<file path="src/dcfir7_pkg.sv">
`timescale 1ns / 1ps
// ----------------------------------------------------------------------------
// dcfir7_pkg
// shared widths, register reset values and the front-to-back item type
// ----------------------------------------------------------------------------
package dcfir7_pkg;

	localparam int WORD_W            = 32;
	localparam int COEFF_REGS        = 7;
	localparam int CFG_IDX_W         = 3;
	localparam int TAP_COUNT_DEF     = 7;
	localparam int FRACTION_BITS_DEF = 24;
	localparam int SAMPLE_WIDTH_DEF  = 32;

	// queue between front and back, power of two so the pointers wrap by themselves
	localparam int QUEUE_DEPTH = 2;
	localparam int QUEUE_PTR_W = $clog2(QUEUE_DEPTH);
	localparam int QUEUE_CNT_W = $clog2(QUEUE_DEPTH + 1);

	typedef logic [COEFF_REGS-1:0][WORD_W-1:0] coeff_bank_t;

	// element 0 is the weight of the oldest sample
	localparam coeff_bank_t COEFF_RESET = {
		32'd503316, 32'd1845493, 32'd3690987, 32'd4697620,
		32'd3690987, 32'd1845493, 32'd503316
	};

	typedef struct packed {
		logic              restart;
		logic [WORD_W-1:0] voltage;
		logic [WORD_W-1:0] current;
	} item_t;

endpackage

</file>
<file path="src/dcfir7_front.sv">
`timescale 1ns / 1ps
// ----------------------------------------------------------------------------
// dcfir7_front
// input side: takes items, sign-extends the samples and queues them
// ----------------------------------------------------------------------------
module dcfir7_front #(
	parameter int SAMPLE_WIDTH = dcfir7_pkg::SAMPLE_WIDTH_DEF
) (
	input  logic                          clk,
	input  logic                          arst_n,
	input  logic                          in_valid,
	output logic                          in_stall,
	input  logic                          restart,
	input  logic [dcfir7_pkg::WORD_W-1:0] voltage_sample,
	input  logic [dcfir7_pkg::WORD_W-1:0] current_sample,
	output logic                          q_valid,
	output dcfir7_pkg::item_t             q_item,
	input  logic                          q_pop
);

	dcfir7_pkg::item_t                       queue_q [dcfir7_pkg::QUEUE_DEPTH];
	logic [dcfir7_pkg::QUEUE_PTR_W-1:0]      wr_ptr_q;
	logic [dcfir7_pkg::QUEUE_PTR_W-1:0]      rd_ptr_q;
	logic [dcfir7_pkg::QUEUE_CNT_W-1:0]      cnt_q;
	logic                                    push;
	dcfir7_pkg::item_t                       entry;

	assign in_stall = (cnt_q == dcfir7_pkg::QUEUE_CNT_W'(dcfir7_pkg::QUEUE_DEPTH));
	assign push     = in_valid && !in_stall;
	assign q_valid  = (cnt_q != '0);
	assign q_item   = queue_q[rd_ptr_q];

	// samples narrower than a word are sign-extended here once
	always_comb begin
		entry.restart = restart;
		entry.voltage = dcfir7_pkg::WORD_W'($signed(voltage_sample[SAMPLE_WIDTH-1:0]));
		entry.current = dcfir7_pkg::WORD_W'($signed(current_sample[SAMPLE_WIDTH-1:0]));
	end

	always_ff @(posedge clk) begin
		if (push) begin
			queue_q[wr_ptr_q] <= entry;
		end
	end

	always_ff @(posedge clk or negedge arst_n) begin
		if (!arst_n) begin
			wr_ptr_q <= '0;
			rd_ptr_q <= '0;
			cnt_q    <= '0;
		end else begin
			if (push) begin
				wr_ptr_q <= wr_ptr_q + 1'b1;
			end
			if (q_pop) begin
				rd_ptr_q <= rd_ptr_q + 1'b1;
			end
			if (push && !q_pop) begin
				cnt_q <= cnt_q + 1'b1;
			end else if (!push && q_pop) begin
				cnt_q <= cnt_q - 1'b1;
			end
		end
	end

endmodule

</file>
<file path="config.mk">
export PLATFORM = sky130hd
export DESIGN_NAME = dcfir7_front
export DESIGN_NICKNAME = d
export VERILOG_FILES = /design/src/dcfir7_pkg.sv /design/src/dcfir7_front.sv
export SDC_FILE = /design/constraint.sdc
export NUM_CORES = 1
export LEC_CHECK = 0
export BUFFER_PORTS_ARGS = -buffer_cell sky130_fd_sc_hd__buf_2
export CAP_MARGIN = 10
export CORE_ASPECT_RATIO = 0.5
export CORE_UTILIZATION = 34
export DETAILED_ROUTE_END_ITERATION = 10
export PLACE_DENSITY = 0.57
export SYNTH_ARGS = -nofsm -noshare
export SYNTH_HDL_FRONTEND = slang
export SYNTH_SLANG_ARGS = --single-unit
</file>
<file path="constraint.sdc">
create_clock -name clk -period 4.5 [get_ports clk]
set_clock_uncertainty 0.2 [all_clocks]
set_input_delay 0 -clock clk [delete_from_list [all_inputs] [get_ports clk]]
set_output_delay 0 -clock clk [all_outputs]
set_load 0.05 [all_outputs]
</file>
# Yosys cells after proc, flatten, opt, wreduce, memory -nomap -nowiden
# Memories as Yosys holds them, arrays and structs flattened.
# Index checks and enable logic that the tools add are counted.
# word_totals
memories	1
ramBits	130
regBits	4
inputBits	69
# op_classes
n_addsub	4
n_mux	4
reduce_logical	8
n_eq_ne	1
# mem_list
memory	depth	word_bits	read_ports	rd_ports_with_merged_regs	wr	line	rtl
queue_q	2	65	1	0	1	dcfir7_front.sv:21	dcfir7_pkg::item_t queue_q [dcfir7_pkg::QUEUE_DEPTH];
# op_table
operator	count
$mux 2	2
$reduce_bool 2->1	2
$logic_and 1x1->1	3
$logic_not 1->1	3
$add 1x1->1 const B	2
$add 2x1->2 const B	1
$eq 2x2->1 const B	1
$mux 1	2
$sub 2x1->2 const B	1

# Depth between registers and ports, before layout
# logic_depth
word_depth	7
mapped_depth	7
mapped_depth_nobuf	7

# Worst setup path before layout
# No wires, ideal clock.
# synth_path
path_kind	register to register
from	register cnt_q[0] (netlist name)
to	memory queue_q[0][0] (netlist name) (enable)
path_stages_with_launch	4
setup_time_ns	0.488
required_ns	3.812
path_buffers	0
slack_ns	0.471
period_less_slack_ns	4.029
arrival_time_ns	3.341
cell_sequence	dfrtp_1 > nand2b_1 > nand2_1 > nor2_1
# synth_via
elab_chain_cells	5
# synth_rtl
item	line	rtl
start: declaration	dcfir7_front.sv:24	logic [dcfir7_pkg::QUEUE_CNT_W-1:0] cnt_q;
start signal: assignment	dcfir7_front.sv:59	cnt_q <= cnt_q + 1'b1;
start signal: assignment	dcfir7_front.sv:61	cnt_q <= cnt_q - 1'b1;
$eq 2x2->1	dcfir7_front.sv:28	assign in_stall = (cnt_q == dcfir7_pkg::QUEUE_CNT_W'(dcfir7_pkg::QUEUE_DEPTH));
$logic_not 1->1	dcfir7_front.sv:29	assign push = in_valid && !in_stall;
$logic_and 1x1->1	dcfir7_front.sv:29	
$mux 1	dcfir7_front.sv:41	if (push) begin
$mux 1 (implied by the code)	dcfir7_front.sv:42	queue_q[wr_ptr_q] <= entry;
end: declaration	dcfir7_front.sv:21	
# Every way passes these cells.

# Final worst setup path
# layout_path
from	register cnt_q[0] (netlist name)
to	memory queue_q[1][61] (netlist name) (enable)
# Same word-level chain as after synthesis.

==> reports/metrics.cfg <==
[run_status]
outcome = complete, no violations

[logic_synthesis]
ys_seq_elements = 134
synthSimpleGateAreaFrac_pct = 0.595
netlist_instances = 221
syn_area_um2 = 5050
synthAdderAreaFrac_pct = 0.248
syn_avg_cell_area_um2 = 22.8
synth_xor_area_share_pct = 0.867
synth_cell_types = 15
synth_top_family_by_area = multiplexers
synth_fp_nets = 291
yosysWarnings = 0
synth.area.mux_share_pct = 17.5
seq_area_frac_synth_pct = 79.3
synth_compound_gate_area_share_pct = 0

[timing]
worst_slew_pin_slew_ns = 1.11
hold_viol = 0
tns_ns = 0
rsz0062_at_grt = no
holdWs_ns = 0.120
setup_viol = 0
finalCritPeriodShare_pct = 54.4
maxSlewHeadroom_pct = 26.2
fmax_mhz = 408
slew_violations = 0
min_period_ns = 2.45

[clocking]
clkTransAtPathRegs_ns = 0.06
clkSinkCount = 134
cts_max_path_buffers = 2
htree_levels = 4
worstSkewPairLatency_ns = 0.40
post_cts_buffers = 0
cts_buffers = 17
cts_resized = 0
cts_tree = built
clock-root-buffer = clkbuf_16

[die]
core_um2 = 14500
fp.dieW_um = 174
row_count = 31
num_io_pins = 136
start_util_pct = 34.9
fp.dieH_um = 88.2
die-area_um2 = 15400

[cells_and_area]
final_cell_mix = 135 x buf_2, 130 x edfxtp_1, 69 x dlygate4sd3_1
diodes = 0
multi_input_area_um2 = 977
fill_cells = 1218
drive_gt1_share_pct = 52.0
fin_nets = 509
utilization_pct = 49.8
syn2layout_area_growth_pct = 42.8
layout_commonest_cell = buf_2
ff_latch_area_um2 = 4010

[grt]
top_usage_layer = met2
use_met3_pct = 3.65
grt_pass1_vias = 2958
grt_max_degree = 67
grt_overflow = 0
grt.total_usage_pct = 12.9
antenna_found_initial = 0
use_met1_pct = 13.9
grt_pass1_wl_mm = 14.6
grt.met2_usage_pct = 24.0

[setup_path]
startpoint_type = flip-flop
path_cells = nand2b_1 > and3_2 > buf_4
cp.arrival_ns = 2.30
crit_path_max_fanout = 36
critPathMaxStageDelay_ns = 0.76
cp_data_required_time_ns = 4.35
worstSetupPathType = flip-flop to flip-flop
rrSetupSlack_ns = 2.05
critPathTopFamily = simple AND/OR/NAND/NOR gates
path_buf_inv = 1
worst_path_max_delay_cell = and3_2
endpoint_kind = flip-flop

[routing]
final_antenna_net_count = 0
viasPerCell = 4.22
post_drt_wl_per_cell_um = 14.9
drtPass1Iterations = 4
wl_mm = 9.67
drc = 0
dr_total_vias = 2742
drtIter0Drc = 163

[placement]
gp_congestion = 0.700
dp_hpwl_mm = 5.97
portBuffers = 135

[pwr]
p_int_w = 0.00324
p_sw_share_pct = 38.9
p_leak_nw = 2.85
power_switching_w = 0.00206
powerDensity_nw_per_um2 = 735
power_frac_seq_pct = 36.4
comb_power_share_pct = 37.9
pwr-share-clk_pct = 25.7
peakVddDrop_v = 0.000533

[job]
drv_cap = 0

[min_path]
hold_class = input port to flip-flop

[registers in the layout (all words and copies together) (netlist names)]
name	cells
queue_q	130
cnt_q	2
rd_ptr_q	1
wr_ptr_q	1
[stage by stage]
| stage | worst slack (ns) | cells | power, W | instance area [um^2] |
|---|---|---|---|---|
| 2_1_floorplan | 0.471 | 221 | 0.00356 | 5050 |
| 3_3_place_gp | 2.11 | 549 | 0.00390 | 5930 |
| 3_5_place_dp | 2.02 | 549 | 0.00395 | 5930 |
| 4_1_cts | 2.00 | 650 | 0.00537 | 7210 |
| 5_1_grt | 1.91 | 650 | 0.00552 | 7210 |
| 6_report | 2.05 | 650 | 0.00530 | 7210 |
[power groups by stage]
stage          logic (W)  clock network [W]  registers [W]
5_1_grt          0.00209            0.00145        0.00197
3_3_place_gp     0.00196                  0        0.00194
3_5_place_dp     0.00198                  0        0.00197
4_1_cts          0.00204            0.00139        0.00194
2_1_floorplan    0.00175                  0        0.00181
6_report         0.00201            0.00136        0.00193
[kinds of logic after synthesis]
| logic type | after synthesis |
|---|---|
| XOR/XNOR | 5 |
| adder cells (fa/ha/maj) | 1 |
| buffers and inverters | 10 |
| flip-flops | 134 |
| multiplexers | 65 |
| AND/OR/NAND/NOR | 6 |
[worst paths after layout]
kind	start	cells after the start	to
max reg2reg	cnt_q[0]	3	queue_q[1][61]
min in group asynchronous	arst_n	3	rd_ptr_q
max in group asynchronous	arst_n	3	rd_ptr_q
max	cnt_q[0]	3	queue_q[1][61]
min reg2reg	cnt_q[1]	1	cnt_q[1]
min	current_sample[4]	2	queue_q[0][4]
[layout make-up]
| cell class | count | area share (%) |
|---|---|---|
| sequential | 134 | 55.6 |
| timing repair buffer | 206 | 19.2 |
| multi-input combinational | 77 | 13.5 |
| clock buffer | 17 | 5.90 |
| tap | 198 | 3.44 |
| clock inverter | 15 | 2.24 |
| inverter | 3 | 0.156 |
[what timing repair did]
item	in CTS	in global routing
hold buffers	69	0
endpoints found under the setup margin	0	0
hold endpoints to repair	138	0
[synthesized netlist by cell type (all sizes together)]
cell | number | area share, %
edfxtp | 130 | 77
mux2 | 65 | 17
buf | 7 | 1.3
dfrtp | 4 | 2.0
inv | 3 | 0.22
xor2 | 3 | 0.52
nor2 | 2 | 0.15
xnor2 | 2 | 0.35
and3 | 1 | 0.12
ha | 1 | 0.25
nand2 | 1 | 0.074
nand2b | 1 | 0.12
or2 | 1 | 0.12
[per-layer routing]
metal / up-vias / wire length, um / share of wire [%]
met3: 5 / 323 / 3.3
met1: 1386 / 3810 / 39
met4: 0 / 64 / 0.66
met2: 43 / 5470 / 57
li1: 1308 / - / -
met5: - / 0 / 0
Power figures use the tool's default switching activity.
